[config.mk]
export PLATFORM = sky130hd
export DESIGN_NAME = modbus_tcp_request_parser_flat
export DESIGN_NICKNAME = d
export VERILOG_FILES = /design/src/sv/mbtcp_pkg.sv /design/src/sv/mbtcp_if.sv /design/src/sv/modbus_tcp_request_parser.sv /design/src/flat_wrapper.sv
export VERILOG_INCLUDE_DIRS = /design/src /design/src/sv
export SDC_FILE = /design/constraint.sdc
export NUM_CORES = 1
export LEC_CHECK = 0
export BUFFER_PORTS_ARGS = -buffer_cell sky130_fd_sc_hd__clkbuf_2
export CAP_MARGIN = 15
export CORE_MARGIN = 2
export CORE_UTILIZATION = 57
export DETAILED_ROUTE_END_ITERATION = 12
export GPL_TIMING_DRIVEN = 0
export PLACE_DENSITY_LB_ADDON = 0.15
export SLEW_MARGIN = 20
export SYNTH_ARGS = -nofsm -noshare
export SYNTH_HDL_FRONTEND = slang
export SYNTH_SLANG_ARGS = --single-unit
[constraint.sdc]
create_clock -name clk -period 20.3 [get_ports clk]
set_input_delay 0 -clock clk [delete_from_list [all_inputs] [get_ports clk]]
set_output_delay 0 -clock clk [all_outputs]
set_load 0.1 [all_outputs]
[src/sv/modbus_tcp_request_parser_assert.svh]
// Assertion macros for the Modbus TCP request parser
`ifndef MODBUS_TCP_REQUEST_PARSER_ASSERT_SVH
`define MODBUS_TCP_REQUEST_PARSER_ASSERT_SVH

`ifndef NO_ASSERTIONS
`define MBTCP_ASSERT(name, prop) \
  name: assert property (@(posedge clk) disable iff (rst) prop) \
    else $error("mbtcp assertion failed");
`define MBTCP_ASSERT_ALWAYS(name, prop) \
  name: assert property (@(posedge clk) prop) \
    else $error("mbtcp assertion failed");
`else
`define MBTCP_ASSERT(name, prop)
`define MBTCP_ASSERT_ALWAYS(name, prop)
`endif

`endif

[src/sv/mbtcp_pkg.sv]
package mbtcp_pkg;

  localparam int unsigned POS_W = 9;
  localparam logic [POS_W-1:0] POS_MAX = '1;

  localparam logic [POS_W-1:0] POS_FUNC_CODE = 9'd7;
  localparam logic [POS_W-1:0] POS_VALUE_LOW = 9'd11;
  localparam logic [POS_W-1:0] POS_COUNT = 9'd12;
  localparam logic [POS_W-1:0] POS_DATA = 9'd13;

  localparam int unsigned ADDR_W = 3;
  localparam logic REG_SINGLE_WRITE = 1'b0;
  localparam logic REG_MULTI_WRITE = 1'b1;

  localparam logic [7:0] SINGLE_WRITE_RESET = 8'd6;
  localparam logic [7:0] MULTI_WRITE_RESET = 8'd16;

  localparam logic KIND_HEADER = 1'b0;
  localparam logic KIND_DATA = 1'b1;

  typedef struct packed {
    logic        kind;
    logic [15:0] transaction_id;
    logic [15:0] protocol_id;
    logic [7:0]  length_low;
    logic [7:0]  unit_id;
    logic [7:0]  function_code;
    logic [15:0] start_address;
    logic [15:0] value;
    logic [7:0]  byte_count;
    logic [15:0] data_word;
    logic [6:0]  word_index;
    logic        last;
  } result_t;

endpackage

[src/sv/mbtcp_if.sv]
interface mbtcp_byte_if;
  logic       valid;
  logic       ready;
  logic [7:0] rx_byte;
  logic       frame_start;

  modport source (output valid, output rx_byte, output frame_start, input ready);
  modport sink (input valid, input rx_byte, input frame_start, output ready);
endinterface

interface mbtcp_result_if;
  logic        valid;
  logic        ready;
  logic        kind;
  logic [15:0] transaction_id;
  logic [15:0] protocol_id;
  logic [7:0]  length_low;
  logic [7:0]  unit_id;
  logic [7:0]  function_code;
  logic [15:0] start_address;
  logic [15:0] value;
  logic [7:0]  byte_count;
  logic [15:0] data_word;
  logic [6:0]  word_index;
  logic        last;

  modport source (
    output valid, output kind, output transaction_id, output protocol_id,
    output length_low, output unit_id, output function_code, output start_address,
    output value, output byte_count, output data_word, output word_index,
    output last, input ready
  );
  modport sink (
    input valid, input kind, input transaction_id, input protocol_id,
    input length_low, input unit_id, input function_code, input start_address,
    input value, input byte_count, input data_word, input word_index,
    input last, output ready
  );
endinterface

[src/sv/modbus_tcp_request_parser.sv]
// A result is registered into od (or sd while od stalls) from the byte that causes it.
// Throughput: one byte per cycle while sd is empty; the parse is one pass of logic.
// A two-entry output buffer keeps bytes flowing while one result waits to be taken.
// Reset (rst, synchronous) clears the buffer, the byte position and the word count,
// restores the function code registers, and leaves the parser waiting for a frame start.
module modbus_tcp_request_parser #(
  parameter int unsigned MAX_REGS = 124
) (
  input  logic                             clk,
  input  logic                             rst,
  mbtcp_byte_if.sink                       byte_in,
  mbtcp_result_if.source                   result,
  input  logic                             psel,
  input  logic                             penable,
  input  logic                             pwrite,
  input  logic [mbtcp_pkg::ADDR_W-1:0]     paddr,
  input  logic [31:0]                      pwdata,
  output logic [31:0]                      prdata,
  output logic                             pready
);

  localparam logic [15:0] MAX_COUNT = 16'(MAX_REGS);
  localparam logic [mbtcp_pkg::POS_W-1:0] POS_LIMIT =
    mbtcp_pkg::POS_W'(13 + 2 * MAX_REGS);

  logic [7:0] single_write_code;
  logic [7:0] multi_write_code;

  logic [mbtcp_pkg::POS_W-1:0] pos;
  logic [mbtcp_pkg::POS_W-1:0] pos_next;
  logic                        done;
  logic                        done_next;
  logic [6:0]                  words;
  logic [6:0]                  words_next;
  logic [7:0]                  hold;

  logic [15:0] transaction_id;
  logic [15:0] protocol_id;
  logic [7:0]  length_low;
  logic [7:0]  unit_id;
  logic [7:0]  function_code;
  logic [15:0] start_address;
  logic [7:0]  value_high;
  logic [7:0]  value_low;

  mbtcp_pkg::result_t res;
  logic               res_valid;
  mbtcp_pkg::result_t od;
  logic               ov;
  mbtcp_pkg::result_t sd;
  logic               sv;

  logic                        accept;
  logic                        pop;
  logic [7:0]                  b;
  logic [mbtcp_pkg::POS_W-1:0] cur_pos;
  logic                        cur_done;
  logic [6:0]                  cur_words;
  logic                        is_multi;
  logic [15:0]                 count;
  logic                        no_words;
  logic                        word_last;

  assign pready = 1'b1;

  always_comb begin
    case (paddr[2])
      mbtcp_pkg::REG_SINGLE_WRITE: prdata = {24'd0, single_write_code};
      mbtcp_pkg::REG_MULTI_WRITE:  prdata = {24'd0, multi_write_code};
      default:                     prdata = '0;
    endcase
  end

  always_ff @(posedge clk) begin
    if (rst) begin
      single_write_code <= mbtcp_pkg::SINGLE_WRITE_RESET;
      multi_write_code  <= mbtcp_pkg::MULTI_WRITE_RESET;
    end else if (psel && penable && pwrite) begin
      case (paddr[2])
        mbtcp_pkg::REG_SINGLE_WRITE: single_write_code <= pwdata[7:0];
        mbtcp_pkg::REG_MULTI_WRITE:  multi_write_code <= pwdata[7:0];
        default: ;
      endcase
    end
  end

  assign byte_in.ready = !sv;
  assign accept = byte_in.valid && byte_in.ready;
  assign pop = ov && result.ready;
  assign b = byte_in.rx_byte;

  assign cur_pos   = byte_in.frame_start ? '0 : pos;
  assign cur_done  = byte_in.frame_start ? 1'b0 : done;
  assign cur_words = byte_in.frame_start ? '0 : words;

  assign is_multi  = (function_code != single_write_code) && (function_code == multi_write_code);
  assign count     = {value_high, value_low};
  assign no_words  = (count == 16'd0) || (count >= MAX_COUNT);
  assign word_last = (16'(cur_words) + 16'd1) >= count;

  always_comb begin
    res        = '0;
    res_valid  = 1'b0;
    done_next  = cur_done;
    words_next = cur_words;
    pos_next   = cur_pos;
    if (!cur_done) begin
      pos_next = (cur_pos != mbtcp_pkg::POS_MAX) ? cur_pos + 1'b1 : cur_pos;
      res.kind           = mbtcp_pkg::KIND_HEADER;
      res.transaction_id = transaction_id;
      res.protocol_id    = protocol_id;
      res.length_low     = length_low;
      res.unit_id        = unit_id;
      res.function_code  = function_code;
      res.start_address  = start_address;
      if (cur_pos == mbtcp_pkg::POS_VALUE_LOW && !is_multi) begin
        res.value = {value_high, b};
        res.last  = 1'b1;
        res_valid = 1'b1;
        done_next = 1'b1;
      end else if (cur_pos == mbtcp_pkg::POS_COUNT) begin
        res.value      = count;
        res.byte_count = b;
        res.last       = no_words;
        res_valid      = 1'b1;
        done_next      = no_words;
      end else if (cur_pos >= mbtcp_pkg::POS_DATA && !cur_pos[0]) begin
        res            = '0;
        res.kind       = mbtcp_pkg::KIND_DATA;
        res.data_word  = {hold, b};
        res.word_index = cur_words;
        res.last       = word_last;
        res_valid      = 1'b1;
        words_next     = cur_words + 1'b1;
        done_next      = word_last;
      end
    end
  end

  // capture header bytes and the high byte of each data word; byte 4 is dropped, byte 12 is used directly
  always_ff @(posedge clk) begin
    if (accept && !cur_done) begin
      case (cur_pos)
        9'd0:  transaction_id[15:8] <= b;
        9'd1:  transaction_id[7:0] <= b;
        9'd2:  protocol_id[15:8] <= b;
        9'd3:  protocol_id[7:0] <= b;
        9'd5:  length_low <= b;
        9'd6:  unit_id <= b;
        mbtcp_pkg::POS_FUNC_CODE: function_code <= b;
        9'd8:  start_address[15:8] <= b;
        9'd9:  start_address[7:0] <= b;
        9'd10: value_high <= b;
        mbtcp_pkg::POS_VALUE_LOW: value_low <= b;
        default: ;
      endcase
      if (cur_pos >= mbtcp_pkg::POS_DATA && cur_pos[0]) begin
        hold <= b;
      end
    end
  end

  always_ff @(posedge clk) begin
    if (rst) begin
      pos   <= '0;
      done  <= 1'b1;
      words <= '0;
    end else if (accept) begin
      pos   <= pos_next;
      done  <= done_next;
      words <= words_next;
    end
  end

  // two-entry output buffer: od is shown, sd takes a result while od is stalled
  always_ff @(posedge clk) begin
    if (rst) begin
      ov <= 1'b0;
      sv <= 1'b0;
    end else if (sv) begin
      if (pop) begin
        sv <= 1'b0;
      end
    end else if (accept && res_valid) begin
      if (!ov || pop) begin
        ov <= 1'b1;
      end else begin
        sv <= 1'b1;
      end
    end else if (pop) begin
      ov <= 1'b0;
    end
  end

  always_ff @(posedge clk) begin
    if (sv) begin
      if (pop) begin
        od <= sd;
      end
    end else if (accept && res_valid) begin
      if (!ov || pop) begin
        od <= res;
      end else begin
        sd <= res;
      end
    end
  end

  assign result.valid          = ov;
  assign result.kind           = od.kind;
  assign result.transaction_id = od.transaction_id;
  assign result.protocol_id    = od.protocol_id;
  assign result.length_low     = od.length_low;
  assign result.unit_id        = od.unit_id;
  assign result.function_code  = od.function_code;
  assign result.start_address  = od.start_address;
  assign result.value          = od.value;
  assign result.byte_count     = od.byte_count;
  assign result.data_word      = od.data_word;
  assign result.word_index     = od.word_index;
  assign result.last           = od.last;

`include "modbus_tcp_request_parser_assert.svh"

  `MBTCP_ASSERT_ALWAYS(a_skid_behind_out, sv |-> ov)
  `MBTCP_ASSERT(a_data_header_zero, (ov && od.kind == mbtcp_pkg::KIND_DATA) |-> (od.transaction_id == 16'd0 && od.function_code == 8'd0 && od.value == 16'd0 && od.byte_count == 8'd0))
  `MBTCP_ASSERT(a_words_bounded, words < 7'(MAX_REGS))
  `MBTCP_ASSERT(a_pos_bounded, !done |-> (pos <= POS_LIMIT))

endmodule

[src/flat_wrapper.sv]
// flat-port wrapper written by rule: the top's interface ports become plain ports
module modbus_tcp_request_parser_flat 
#(
  parameter int unsigned MAX_REGS = 124
)
  (clk, rst, psel, penable, pwrite, paddr, pwdata, prdata, pready, byte_in_valid, byte_in_rx_byte, byte_in_frame_start, byte_in_ready, result_valid, result_kind, result_transaction_id, result_protocol_id, result_length_low, result_unit_id, result_function_code, result_start_address, result_value, result_byte_count, result_data_word, result_word_index, result_last, result_ready);
  mbtcp_byte_if byte_in_i ();
  mbtcp_result_if result_i ();
  input  logic clk;
  input  logic rst;
  input  logic psel;
  input  logic penable;
  input  logic pwrite;
  input  logic [mbtcp_pkg::ADDR_W-1:0] paddr;
  input  logic [31:0] pwdata;
  output logic [31:0] prdata;
  output logic pready;
  input wire logic [$bits(byte_in_i.valid)-1:0] byte_in_valid;
  input wire logic [$bits(byte_in_i.rx_byte)-1:0] byte_in_rx_byte;
  input wire logic [$bits(byte_in_i.frame_start)-1:0] byte_in_frame_start;
  output wire logic [$bits(byte_in_i.ready)-1:0] byte_in_ready;
  output wire logic [$bits(result_i.valid)-1:0] result_valid;
  output wire logic [$bits(result_i.kind)-1:0] result_kind;
  output wire logic [$bits(result_i.transaction_id)-1:0] result_transaction_id;
  output wire logic [$bits(result_i.protocol_id)-1:0] result_protocol_id;
  output wire logic [$bits(result_i.length_low)-1:0] result_length_low;
  output wire logic [$bits(result_i.unit_id)-1:0] result_unit_id;
  output wire logic [$bits(result_i.function_code)-1:0] result_function_code;
  output wire logic [$bits(result_i.start_address)-1:0] result_start_address;
  output wire logic [$bits(result_i.value)-1:0] result_value;
  output wire logic [$bits(result_i.byte_count)-1:0] result_byte_count;
  output wire logic [$bits(result_i.data_word)-1:0] result_data_word;
  output wire logic [$bits(result_i.word_index)-1:0] result_word_index;
  output wire logic [$bits(result_i.last)-1:0] result_last;
  input wire logic [$bits(result_i.ready)-1:0] result_ready;
  assign byte_in_i.valid = byte_in_valid;
  assign byte_in_i.rx_byte = byte_in_rx_byte;
  assign byte_in_i.frame_start = byte_in_frame_start;
  assign byte_in_ready = byte_in_i.ready;
  assign result_valid = result_i.valid;
  assign result_kind = result_i.kind;
  assign result_transaction_id = result_i.transaction_id;
  assign result_protocol_id = result_i.protocol_id;
  assign result_length_low = result_i.length_low;
  assign result_unit_id = result_i.unit_id;
  assign result_function_code = result_i.function_code;
  assign result_start_address = result_i.start_address;
  assign result_value = result_i.value;
  assign result_byte_count = result_i.byte_count;
  assign result_data_word = result_i.data_word;
  assign result_word_index = result_i.word_index;
  assign result_last = result_i.last;
  assign result_i.ready = result_ready;
  modbus_tcp_request_parser #(.MAX_REGS(MAX_REGS)) u_core (.clk(clk), .rst(rst), .byte_in(byte_in_i), .result(result_i), .psel(psel), .penable(penable), .pwrite(pwrite), .paddr(paddr), .pwdata(pwdata), .prdata(prdata), .pready(pready));
endmodule
# Word level (Yosys, flattened, before mapping)
# Index checks and enable logic that the tools add are counted.
dict set report op_classes {
  addsub 3
  order_cmp 3
  eq_ne 16
  mux 39
  n_bitwise 3
  n_reduce_logical 39
}
# op count
set op_table {}
lappend op_table {{$mux 121} 6}
lappend op_table {{$mux 73} 2}
lappend op_table {{$pmux 32 s2} 1}
lappend op_table {{$eq 9x4->1 const B} 5}
lappend op_table {{$mux 7} 5}
lappend op_table {{$mux 31} 1}
lappend op_table {{$reduce_and 2->1} 14}
lappend op_table {{$eq 9x3->1 const B} 3}
lappend op_table {{$mux 9} 3}
lappend op_table {{$mux 24} 1}
lappend op_table {{$mux 23} 1}
lappend op_table {{$eq 9x2->1 const B} 2}
lappend op_table {{$mux 1} 18}
lappend op_table {{$ge 16x16->1} 1}
lappend op_table {{$ge 16x7->1 const B} 1}
lappend op_table {{$logic_not 16->1} 1}
lappend op_table {{$mux 16} 1}
lappend op_table {{$logic_and 1x1->1} 10}
lappend op_table {{$add 9x1->9 const B} 1}
lappend op_table {{$eq 9x1->1 const B} 1}
lappend op_table {{$ge 9x4->1 const B} 1}
lappend op_table {{$logic_not 9->1} 1}
lappend op_table {{$ne 9x9->1 const B} 1}
lappend op_table {{$reduce_and 3->1} 3}
lappend op_table {{other kinds (9)} 19}
dict set report word_totals {
  ff_bits 373
  out_inout_bits 156
}

# Depth between registers and ports, before layout
# Gate-level depths: netlist of the first run.
dict set report depth {
  word_depth 10
  mapped_depth 13
  ltp_nobuf 12
}

# Worst setup path after synthesis of the first run
# Ideal clock, no wire load.
dict set report synth_path {
  path_kind {input to register}
  from {input port byte_in_frame_start}
  to {register u_core.sd[0] in the netlist's numbering, enable pin}
  arrival_ps 13935
  path_slack_ps 5428
  stages 9
  n_path_buf 3
  cell_sequence {buf_2 clkbuf_1 clkbuf_1 nand2b_1 ha_1 nand2_1 nor2_1 a211oi_1 nor4b_1}
}
dict set report synth_via {
  elab_chain_cells 9
}
# element line_no
set synth_rtl {}
lappend synth_rtl {{start, declared} flat_wrapper.sv:20} ;# input wire logic [$bits(byte_in_i.frame_start)-1:0] byte_in_frame_start;
lappend synth_rtl {{$mux 9} modbus_tcp_request_parser.sv:92} ;# assign cur_pos = byte_in.frame_start ? '0 : pos;
lappend synth_rtl {{$ge 9x4->1 / $logic_not 1->1 (equally long branches)} modbus_tcp_request_parser.sv:127} ;# end else if (cur_pos >= mbtcp_pkg::POS_DATA && !cur_pos[0]) begin
lappend synth_rtl {{$logic_and 1x1->1} modbus_tcp_request_parser.sv:127}
lappend synth_rtl {{$mux 1} modbus_tcp_request_parser.sv:127}
lappend synth_rtl {{$mux 1} modbus_tcp_request_parser.sv:121} ;# end else if (cur_pos == mbtcp_pkg::POS_COUNT) begin
lappend synth_rtl {{$mux 1} modbus_tcp_request_parser.sv:116} ;# if (cur_pos == mbtcp_pkg::POS_VALUE_LOW && !is_multi) begin
lappend synth_rtl {{$mux 1 (*)} modbus_tcp_request_parser.sv:107} ;# if (!cur_done) begin
lappend synth_rtl {{$logic_and 1x1->1 (*)} modbus_tcp_request_parser.sv:200} ;# end else if (accept && res_valid) begin
lappend synth_rtl {{$reduce_and 3->1 (no line) (*)} --}
lappend synth_rtl {{end signal, assigned} modbus_tcp_request_parser.sv:204} ;# sd <= res;
lappend synth_rtl {{end, declared} modbus_tcp_request_parser.sv:50} ;# mbtcp_pkg::result_t sd;
# Mark *: on every way between the ends. The rest lies on a longest branch, timed or not.
# A chain may end at the register's enable or synchronous reset.

# Final worst setup path of the first run
dict set report layout_path {
  from {register u_core.pos[0] in the netlist's numbering}
  to {register u_core.sd[89] in the netlist's numbering, enable pin}
}
dict set report layout_via {
  elab_chain_cells 9
}
# element line_no
set layout_rtl {}
lappend layout_rtl {{start, declared} modbus_tcp_request_parser.sv:29} ;# logic [mbtcp_pkg::POS_W-1:0] pos;
lappend layout_rtl {{start signal, assigned} modbus_tcp_request_parser.sv:169} ;# pos <= pos_next;
lappend layout_rtl {{$mux 9 (*)} modbus_tcp_request_parser.sv:92}
lappend layout_rtl {{$ge 9x4->1 / $logic_not 1->1 (equally long branches)} modbus_tcp_request_parser.sv:127}
lappend layout_rtl {{$logic_and 1x1->1} modbus_tcp_request_parser.sv:127}
lappend layout_rtl {{$mux 1} modbus_tcp_request_parser.sv:127}
lappend layout_rtl {{$mux 1} modbus_tcp_request_parser.sv:121}
lappend layout_rtl {{$mux 1 (*)} modbus_tcp_request_parser.sv:116}
lappend layout_rtl {{$mux 1 (*)} modbus_tcp_request_parser.sv:107}
lappend layout_rtl {{$logic_and 1x1->1 (*)} modbus_tcp_request_parser.sv:200}
lappend layout_rtl {{$reduce_and 3->1 (no line) (*)} --}
# Marked as above.

==> results of run 1 <==
## Yosys cell counts (3+ instances only)
library cell / n / share of area
edfxtp_1: 338 / 0.66
and2_1: 112 / 0.046
mux2_2: 108 / 0.079
nand2_1: 53 / 0.013
dfxtp_1: 35 / 0.046
clkbuf_1: 34 / 0.0083
nor2_1: 31 / 0.0076
buf_4: 25 / 0.012
inv_1: 17 / 0.0042
a21oi_1: 16 / 0.0052
nand3_1: 16 / 0.0052
o21ai_0: 16 / 0.0052
ha_1: 14 / 0.011
xor2_1: 14 / 0.0080
nor2b_1: 13 / 0.0053
nor3_1: 13 / 0.0042
xnor2_1: 11 / 0.0063
mux2i_1: 10 / 0.0065
a22o_1: 9 / 0.0051
a221o_1: 8 / 0.0052
nand2b_1: 8 / 0.0033
nor3b_1: 8 / 0.0039
nor4_1: 8 / 0.0033
and3_1: 7 / 0.0029
a31oi_1: 6 / 0.0024
nand4_1: 6 / 0.0024
a211oi_1: 5 / 0.0024
a21o_1: 5 / 0.0024
buf_2: 4 / 0.0013
buf_6: 4 / 0.0029
nor3_2: 4 / 0.0026
a311oi_1: 3 / 0.0017
o31ai_1: 3 / 0.0015
## timing repair
| item | 4_1_cts | 5_1_grt |
|---|---|---|
| setup endpoints to repair | 0 | 0 |
| hold endpoints to repair | 28 | 0 |
| hold buffers | 16 | 0 |
| resized for setup | 0 | 0 |
## area by class of cell
type | count | area (um2) | area share
Buffer | 69 | 388 | 0.0211
Tap cell | 341 | 427 | 0.0232
Clock buffer | 40 | 980 | 0.0532
Sequential cell | 373 | 10900 | 0.589
Timing Repair Buffer | 199 | 1260 | 0.0682
Multi-Input combinational cell | 564 | 4150 | 0.225
Inverter | 19 | 71.3 | 0.00387
Clock inverter | 28 | 295 | 0.0160
## worst max-delay path, stage by stage, from the launching register on
cell and delay, ns:
dfxtp_1 0.61, nand2b_1 0.26, inv_1 0.14, ha_1 0.34, nand2_1 0.11, nor3_2 0.42
a211oi_1 0.20, nor4b_2 0.67, buf_2 0.34, buf_2 0.23, buf_4 0.17, buf_4 0.15
buf_2 0.22, buf_2 0.24
## how the worst max path moves through the flow
stage / startpoint / slack, ns / cells past startpoint / endpoint
floorplan: byte_in_frame_start / 5.43 / 9 / u_core.sd[0]
global placement: byte_in_frame_start / -1.57 / 10 / u_core.sd[85]
detailed placement: byte_in_frame_start / 15.66 / 16 / u_core.sd[89]
CTS: u_core.pos[0] / 15.94 / 13 / u_core.sd[89]
global route: u_core.pos[0] / 15.62 / 13 / u_core.sd[85]
finish: u_core.pos[0] / 15.90 / 13 / u_core.sd[89]
## stage by stage
step                      hold WS, ns  setup WS [ns]
after global placement          0.237          -1.57
after global routing           0.0730          15.62
final                          0.0192          15.90
after CTS                     0.00753          15.94
after floorplan                0.0989           5.43
after detailed placement        0.244          15.66
## state kept, by name (all words and copies together) (netlist names), 9 cells and up
| register | cells |
|---|---|
| u_core.result.transaction_id | 16 |
| u_core.result.start_address | 16 |
| u_core.transaction_id | 16 |
| u_core.result.protocol_id | 16 |
| u_core.result.value | 16 |
| u_core.protocol_id | 16 |
| u_core.result.data_word | 16 |
| u_core.sd | 121 |
| u_core.pos | 9 |
| u_core.start_address | 16 |
## power groups by stage
stage / Combinational [mW] / Clock (mW) / Sequential [mW]
finish: 0.0734 / 0.712 / 0.836
global route: 0.0777 / 0.750 / 0.836
CTS: 0.0731 / 0.722 / 0.836
detailed placement: 0.0705 / 0 / 0.853
global placement: 0.0697 / 0 / 0.853
floorplan: 0.0524 / 0 / 0.852
## metal layers
metal  wire length [um]  up-vias  GRT usage
met3               1610       42     0.0353
met1              13900     4364      0.307
met2              15700      279      0.380
met5                  0        -          0
met4                630        0     0.0645
li1                   -     4220          -
## kinds of logic after synthesis
family,count (synthesis),share of synthesized area
xor+xnor,25,0.0143
flops,373,0.707
other cells,2,0.000489
buf+inv,88,0.0299
mux,118,0.0858
simple gates,291,0.107
fa+ha+maj,14,0.0114
compound gates,91,0.0444
==> results by group, run 1 <==
Critical path
  • Critical path required time: 20.51 ns
  • Worst R2R End: u_core.sd[89]
  • Crit path max fanout: 8
  • R2R depth: 13
  • CP startpoint kind: register
  • R2R setup slack: 15.90 ns
  • CP arrival: 4.61 ns
  • Crit Path Class: reg2reg
  • Critical Path End Type: register
  • R2R Path Start: u_core.pos[0]

Drt
  • Post-route DRC: 0
  • Drt initial violations: 673
  • Detailed Route WL: 31800 um
  • Vias: 8905
  • First drt pass iteration count: 7
  • Vias per cell: 5.45
  • DRT antenna net count: 0
  • Wire per inst: 19.5 um

Clocking
  • CTS Sinks: 373
  • H-tree Lvls: 2
  • Root buffer selected by CTS: clkbuf_16
  • CTS Buf Count: 38
  • Setup Buffers After CTS: 0
  • TritonCTS clock tree: yes
  • Clk_lat worst skew: 0.52 ns
  • Clock transition at path regs: 0.06 ns
  • Clock Tree Buf Depth: 3

Place
  • Buffers added on ports: 155
  • Placed cell area: 0.0170 mm2
  • Cell Count Post-Placement: 1549
  • Post-DP HPWL: 21300 um
  • Routability Congestion: 0.894

Power and ir drop
  • Power Internal: 1.28 mW
  • Clk pwr share: 0.439
  • Sequential Power Share: 0.516
  • Sw frac: 0.209
  • Comb power frac: 0.045
  • Power Dens Cells: 88.0 mW/mm2
  • Switching Power: 0.339 mW
  • Power Total: 1.62 mW
  • Leak pwr: 6.78 nW
  • Peak supply drop: 52.2 uV

Global routing
  • Pin count of the biggest net entering global routing: 25
  • Grt total ovfl: 0
  • Initial antenna violation count: 0
  • GRT Total Usage: 0.225
  • Vias in the first global route: 8724
  • First-pass GRT wire length: 49000 um

Synth
  • FFs w/ async S/R, synth: 0
  • Post-Syn Area: 0.0153 mm2
  • Ys Warns: 0
  • Seq/Total Area, Yosys: 0.707
  • Post-Syn Instances: 1002
  • Synth Register Bits: 373
  • Post-synth EDFFs: 338
  • Ys flop type: edfxtp_1
  • Synthesized area per cell: 15.3 um2
  • Post-synthesis cell type count: 59

Finish
  • Util after Layout: 0.689
  • Final nets: 1329
  • Layout area overhead: 20.0%
  • Ant. Diodes: 0
  • Most frequent cells in the layout: 338 x edfxtp_1, 155 x clkbuf_2, 112 x and2_1
  • FILL cells: 1832
  • Final Non-Filler Cells: 1633
  • Share of cells above drive strength 1: 0.307
  • Most common cell after layout, fill and taps aside: edfxtp_1
  • Final Cell Area: 0.0184 mm2

Die
  • Row count: 60
  • Number of top-level pins: 207
  • Die height: 168 um
  • Initial Utilization: 0.574
  • Core Box Area: 0.0267 mm2
  • Die width: 168 um
  • Die area: 0.0282 mm2

Flow run
  • Max Cap Viol: 0

Timing
  • Setup Skew: 0.0191 ns
  • Worst slew pin tran: 0.971 ns
  • Final Hold Viols: 0
  • Final Max Slew Viols: 0
  • Final period util: 0.217
  • Slew HR: 0.344
  • Fmax: 0.227 GHz
  • RSZ-0062 raised after global routing: false
  • Min cycle time layout: 4.40 ns
  • Setup TNS: 0 ns
  • Final Setup Violations: 0

Min path
  • Hold path start: paddr[2]
  • Hold Crit Class: in2reg
  • Hold Path Cell Cnt: 4
  • Hold Path Sink: u_core.single_write_code[2]

Outcome
  • Status: finished clean
Note: power is estimated with default switching activity, not from simulation.
==> run 2, diff against run 1 <==
ABC_AREA = 1   (was default)
CORE_UTILIZATION = 58   (was 57)
clock period = 4.1 ns   (was 20.3 ns; I/O delays follow)
==> run 2 against run 1 <==
Against the previous run:
- critical path type unchanged
- cell area increased by 1.4%
- synthesized cell count is 37% higher
- total power increased to 4.8 times the previous value
- critical endpoint is now u_core.result.word_index[2]
==> results by group, run 2 <==
Drt
  • Drt initial violations: 1064
  • Wire per inst: 17.6 um
  • Vias: 10800
  • Post-route DRC: 0
  • First drt pass iteration count: 5
  • Detailed Route WL: 35100 um
  • DRT antenna net count: 0
  • Vias per cell: 5.42

Power and ir drop
  • Clk pwr share: 0.417
  • Power Internal: 6.06 mW
  • Comb power frac: 0.050
  • Leak pwr: 7.48 nW
  • Power Dens Cells: 416 mW/mm2
  • Sequential Power Share: 0.533
  • Sw frac: 0.221
  • Switching Power: 1.72 mW
  • Peak supply drop: 224 uV

Critical path
  • Critical path required time: 4.33 ns
  • Crit. Startpoint: u_core.pos[0]
  • Crit Path Class: reg2reg
  • Worst stage delay on the critical path: 0.57 ns
  • Crit path max fanout: 22
  • Most frequent CP cell: buf_16
  • R2R Path Start: u_core.pos[0]
  • CP max-delay cell: a21oi_4
  • CP arrival: 3.51 ns
  • R2R setup slack: 0.82 ns
  • Worst-path cell chain: inv_1 -> nor2_1 -> ha_1 -> nand2_1 -> nor3_1 -> nand2_2 -> nand3_1 -> nand3b_1 -> a21oi_4 -> buf_16 -> buf_16 -> buf_16
  • CP startpoint kind: register
  • Critical Path End Type: register

Synth
  • Ys Warns: 0
  • Synthesized-area fraction occupied by adder cells: 0.0112
  • Most area-hungry cell type in the Yosys netlist: edfxtp_1
  • Main combinational cell family by area after synthesis: simple AND/OR/NAND/NOR gates
  • Ys flop type: edfxtp_1
  • FFs w/ async S/R, synth: 0
  • Synth Register Bits: 373
  • Simple-gate share of the synthesized area: 0.157
  • Post-Syn Area: 0.0157 mm2
  • Cell with the most instances after synthesis: edfxtp_1
  • Commonest cells post-synth: 338 x edfxtp_1, 261 x nand2_1, 162 x inv_1, 127 x nand3_1, 88 x nor2_1
  • Seq/Total Area, Yosys: 0.691
  • Post-Syn Instances: 1371
  • Xor/xnor share of the synthesized area: 0.00669
  • Mux share of post-synthesis cell area: 0
  • Compound-Gate Fraction of Synth Area: 0.0606
  • Top cells by area, synth: edfxtp_1 65%, nand2_1 6.2%, dfxtp_1 4.5%, nand3_1 4.0%, inv_1 3.9%
  • Post-synth EDFFs: 338
  • Synthesized area per cell: 11.5 um2
  • Post-synthesis cell type count: 46
  • Share of the synthesized area in the top cell type: 0.646

Clocking
  • TritonCTS clock tree: yes
  • Root buffer selected by CTS: clkbuf_16
  • Clock Tree Buf Depth: 3
  • Clk_lat worst skew: 0.53 ns
  • H-tree Lvls: 2
  • PostCTS Resize Cnt: 0
  • CTS Sinks: 373
  • Clock transition at path regs: 0.06 ns
  • CTS Buf Count: 38

Finish
  • Multi-input gate area: 0.00383 mm2
  • Util after Layout: 0.697
  • Ant. Diodes: 0
  • Final nets: 1687
  • Final Cell Area: 0.0187 mm2
  • Most common cell after layout, fill and taps aside: edfxtp_1
  • Top reg by flops: u_core.sd
  • Max reg flops: 121
  • Register Area: 0.0109 mm2
  • Share of cells above drive strength 1: 0.183
  • Most frequent cells in the layout: 338 x edfxtp_1, 261 x nand2_1, 161 x inv_1
  • Layout area overhead: 18.9%
  • FILL cells: 1863

Global routing
  • First-pass GRT wire length: 53700 um
  • Grt total ovfl: 0
  • Pin count of the biggest net entering global routing: 34
  • Vias in the first global route: 10100
  • GRT Total Usage: 0.245
  • Initial antenna violation count: 0

Die
  • Row count: 60
  • Number of top-level pins: 207
  • Die area: 0.0284 mm2
  • Initial Utilization: 0.586
  • Die height: 169 um
  • Core Box Area: 0.0268 mm2
  • Die width: 169 um

Min path
  • Hold path start: byte_in_valid
  • Hold Crit Class: in2reg

Timing
  • Min cycle time layout: 3.28 ns
  • Final Max Slew Viols: 0
  • Final Setup Violations: 0
  • Setup Skew: 0.0136 ns
  • Final Hold Viols: 0
  • Slew HR: 0.396
  • Hold_ws: 0.0453 ns
  • Worst slew pin tran: 0.898 ns
  • Setup ws final: 0.822 ns
  • Fmax: 0.305 GHz
  • Final period util: 0.800
  • RSZ-0062 raised after global routing: false

Flow run
  • Max Cap Viol: 0

Place
  • Placed cell area: 0.0173 mm2
  • Pre-CTS setup slack: 0.861 ns
  • Post-DP HPWL: 23400 um
  • Buffers added on ports: 154
  • Routability Congestion: 0.878

Outcome
  • Status: finished clean
-- run 2: final timing paths --
path / cells past startpoint / to
setup / recovery: 12 / u_core.result.word_index[2]
hold / removal: 5 / u_core.pos[8]
setup reg to reg: 12 / u_core.result.word_index[2]
hold reg to reg: 2 / u_core.words[1]
-- run 2: cell type report --
class / count / share of cell area
Clock inverter: 26 / 0.0103
Sequential cell: 373 / 0.581
Buffer: 81 / 0.0262
Inverter: 174 / 0.0353
Multi-Input combinational cell: 766 / 0.205
Clock buffer: 44 / 0.0521
Timing Repair Buffer: 188 / 0.0673
Tap cell: 341 / 0.0228
-- run 2: stage by stage --
step | TNS (ns) | power (mW) | instances
6_report | 0 | 7.78 | 1993
5_1_grt | 0 | 8.01 | 1993
4_1_cts | 0 | 7.82 | 1993
3_5_place_dp | 0 | 4.60 | 1901
3_3_place_gp | -189.86 | 4.59 | 1889
2_1_floorplan | 0 | 4.50 | 1394
-- run 2: critical path: cells and delay by family (launching register included) --
family          cells  cell delay [ns]
flops               1             0.38
simple gates        6             1.06
fa+ha+maj           1             0.31
compound gates      1             0.57
buf+inv             4             0.66
-- run 2: cells by family after synthesis --
group | after synthesis
buffers and inverters | 255
and+or+nand+nor | 540
adders and majority gates | 14
DFF | 373
xor gates and xnor gates | 12
other | 2
AOI/OAI and AO/OA | 175
-- run 2: what timing repair did --
action | 4_1_cts | 5_1_grt
buffers inserted | 0 | 0
hold buffers | 22 | 0
endpoints found under the setup margin | 0 | 0
endpoints found under the hold margin | 25 | 0
-- run 2: power by group through the flow --
stage | combinational, mW | sequential (mW) | clock (mW)
finish | 0.388 | 4.14 | 3.24
global route | 0.414 | 4.14 | 3.45
CTS | 0.386 | 4.14 | 3.29
detailed placement | 0.371 | 4.22 | 0
global placement | 0.363 | 4.22 | 0
floorplan | 0.274 | 4.22 | 0
-- run 2: layer usage --
metal / vias to the layer above / track usage / share of wire
li1: 5144 / - / -
met1: 5112 / 0.340 / 0.42
met2: 455 / 0.394 / 0.47
met3: 95 / 0.0419 / 0.072
met4: 0 / 0.0952 / 0.033
met5: - / 0 / 0
==> run 3, diff against run 2 <==
clock period = 3.1 ns   (was 4.1 ns; I/O delays follow)
==> run 3 against run 2 <==
Against the previous run:
- cell area grew 0.21%
- die area is the same
- combinational power grew 34%
==> results by group, run 3 (synthesis gave the netlist of run 2 again) <==
Finish
  • Final nets: 1688
  • Util after Layout: 0.698
  • Multi-input gate area: 0.00389 mm2
  • Register Area: 0.0109 mm2
  • FILL cells: 1940
  • Ant. Diodes: 0
  • Most common cell after layout, fill and taps aside: edfxtp_1
  • Final Non-Filler Cells: 1992
  • Most frequent cells in the layout: 338 x edfxtp_1, 261 x nand2_1, 156 x inv_1
  • Max reg flops: 121
  • Top reg by flops: u_core.sd
  • Share of cells above drive strength 1: 0.191
  • Layout area overhead: 19.2%

Die
  • Die width: 169 um
  • Number of top-level pins: 207
  • Die area: 0.0284 mm2
  • Die height: 169 um
  • Initial Utilization: 0.586
  • Row count: 60
  • Core Box Area: 0.0268 mm2

Global routing
  • Pin count of the biggest net entering global routing: 35
  • Initial antenna violation count: 0
  • Vias in the first global route: 10100
  • Grt total ovfl: 0
  • GRT Total Usage: 0.248
  • First-pass GRT wire length: 54300 um

Critical path
  • CP startpoint kind: register
  • CP max-delay cell: dfxtp_1
  • Critical Path End Type: register
  • Cell family with most CP delay: simple AND/OR/NAND/NOR gates
  • Worst-path cell chain: inv_2 -> nor2_4 -> ha_4 -> nand2_1 -> nor3_2 -> nand2_2 -> nand3_2 -> nand3b_1 -> a21oi_4 -> buf_16 -> buf_16 -> buf_16 -> buf_16
  • Most frequent CP cell: buf_16
  • Crit Path Class: reg2reg
  • Worst stage delay on the critical path: 0.42 ns
  • Critical path required time: 3.33 ns
  • R2R Path Start: u_core.pos[1]
  • Crit. Startpoint: u_core.pos[1]
  • CP arrival: 2.99 ns
  • Crit path max fanout: 23
  • WP buf/inv: 5

Clocking
  • Clk_lat worst skew: 0.52 ns
  • Clock Tree Buf Depth: 3
  • CTS Buf Count: 39
  • H-tree Lvls: 2
  • CTS Sinks: 373
  • TritonCTS clock tree: yes
  • Root buffer selected by CTS: clkbuf_16
  • Clock transition at path regs: 0.06 ns

Place
  • Routability Congestion: 0.899
  • Cell Count Post-Placement: 1901
  • Pre-CTS setup slack: 0.0854 ns
  • Post-DP HPWL: 23500 um
  • Buffers added on ports: 154

Timing
  • Fmax: 0.361 GHz
  • Slew HR: 0.361
  • Setup Skew: 0.0104 ns
  • Worst slew pin tran: 0.950 ns
  • Final Max Slew Viols: 0
  • Setup TNS: 0 ns
  • Final period util: 0.893
  • Final Setup Violations: 0
  • RSZ-0062 raised after global routing: false
  • Final Hold Viols: 0
  • Setup ws final: 0.332 ns
  • Min cycle time layout: 2.77 ns

Drt
  • Drt initial violations: 974
  • Vias per cell: 5.32
  • Post-route DRC: 0
  • DRT antenna net count: 0
  • Vias: 10600
  • Detailed Route WL: 35100 um
  • First drt pass iteration count: 5
  • Wire per inst: 17.6 um

Power and ir drop
  • Leak pwr: 7.47 nW
  • Power Dens Cells: 547 mW/mm2
  • Peak supply drop: 386 uV

Flow run
  • Max Cap Viol: 0

Outcome
  • Status: finished clean

Min path
  • Hold Crit Class: in2reg
  • Hold path start: paddr[2]
[run 3: area by class of cell]
class / instances / area share
timing repair buffer: 188 / 0.0667
buffer: 81 / 0.0265
clock buffer: 50 / 0.0544
inverter: 174 / 0.0352
tap: 341 / 0.0228
sequential: 373 / 0.580
multi-input combinational: 766 / 0.208
clock inverter: 19 / 0.00655
[run 3: stage by stage]
step / hold WS, ns / power [mW] / instance area (um2)
floorplan: 0.0989 / 5.95 / 15900
global placement: 0.228 / 6.07 / 17100
detailed placement: 0.237 / 6.09 / 17400
CTS: 0.000156 / 10.3 / 18700
global route: 0.0421 / 10.5 / 18700
finish: 0.0139 / 10.2 / 18700
[run 3: worst paths after layout]
| path | to | slack, ns | cells after the start |
|---|---|---|---|
| hold / removal | u_core.single_write_code[6] | 0.01 | 4 |
| setup reg to reg | u_core.result.byte_count[1] | 0.33 | 13 |
| setup / recovery | u_core.result.byte_count[1] | 0.33 | 13 |
| hold reg to reg | u_core.words[1] | 0.47 | 2 |
[run 3: report_power, final]
part	leakage, nW	total (mW)	switching (mW)	internal (mW)
logic	3.60	0.520	0.405	0.115
clock network	0.557	4.24	1.83	2.40
registers	3.32	5.48	0.0121	5.47
total	7.47	10.2	2.25	7.99
[run 3: layer usage]
layer	share of wire	vias up	global-route usage
met5	0	-	0
met4	0.026	0	0.0768
met3	0.071	75	0.0395
met2	0.48	418	0.406
met1	0.43	4958	0.347
li1	-	5153	-
[run 3: worst reg2reg max path, stage by stage (launching register included)]
cell and delay, ns:
dfxtp_1 0.42, inv_2 0.07, nor2_4 0.16, ha_4 0.18, nand2_1 0.09, nor3_2 0.18, nand2_2 0.15, nand3_2 0.10
nand3b_1 0.17, a21oi_4 0.23, buf_16 0.19, buf_16 0.17, buf_16 0.18, buf_16 0.18
[run 3: repair_timing]
item	4_1_cts	5_1_grt
gates resized for setup	0	1
hold endpoints to repair	25	0
buffers inserted	0	2
hold buffers	20	0
endpoints found under the setup margin	0	78
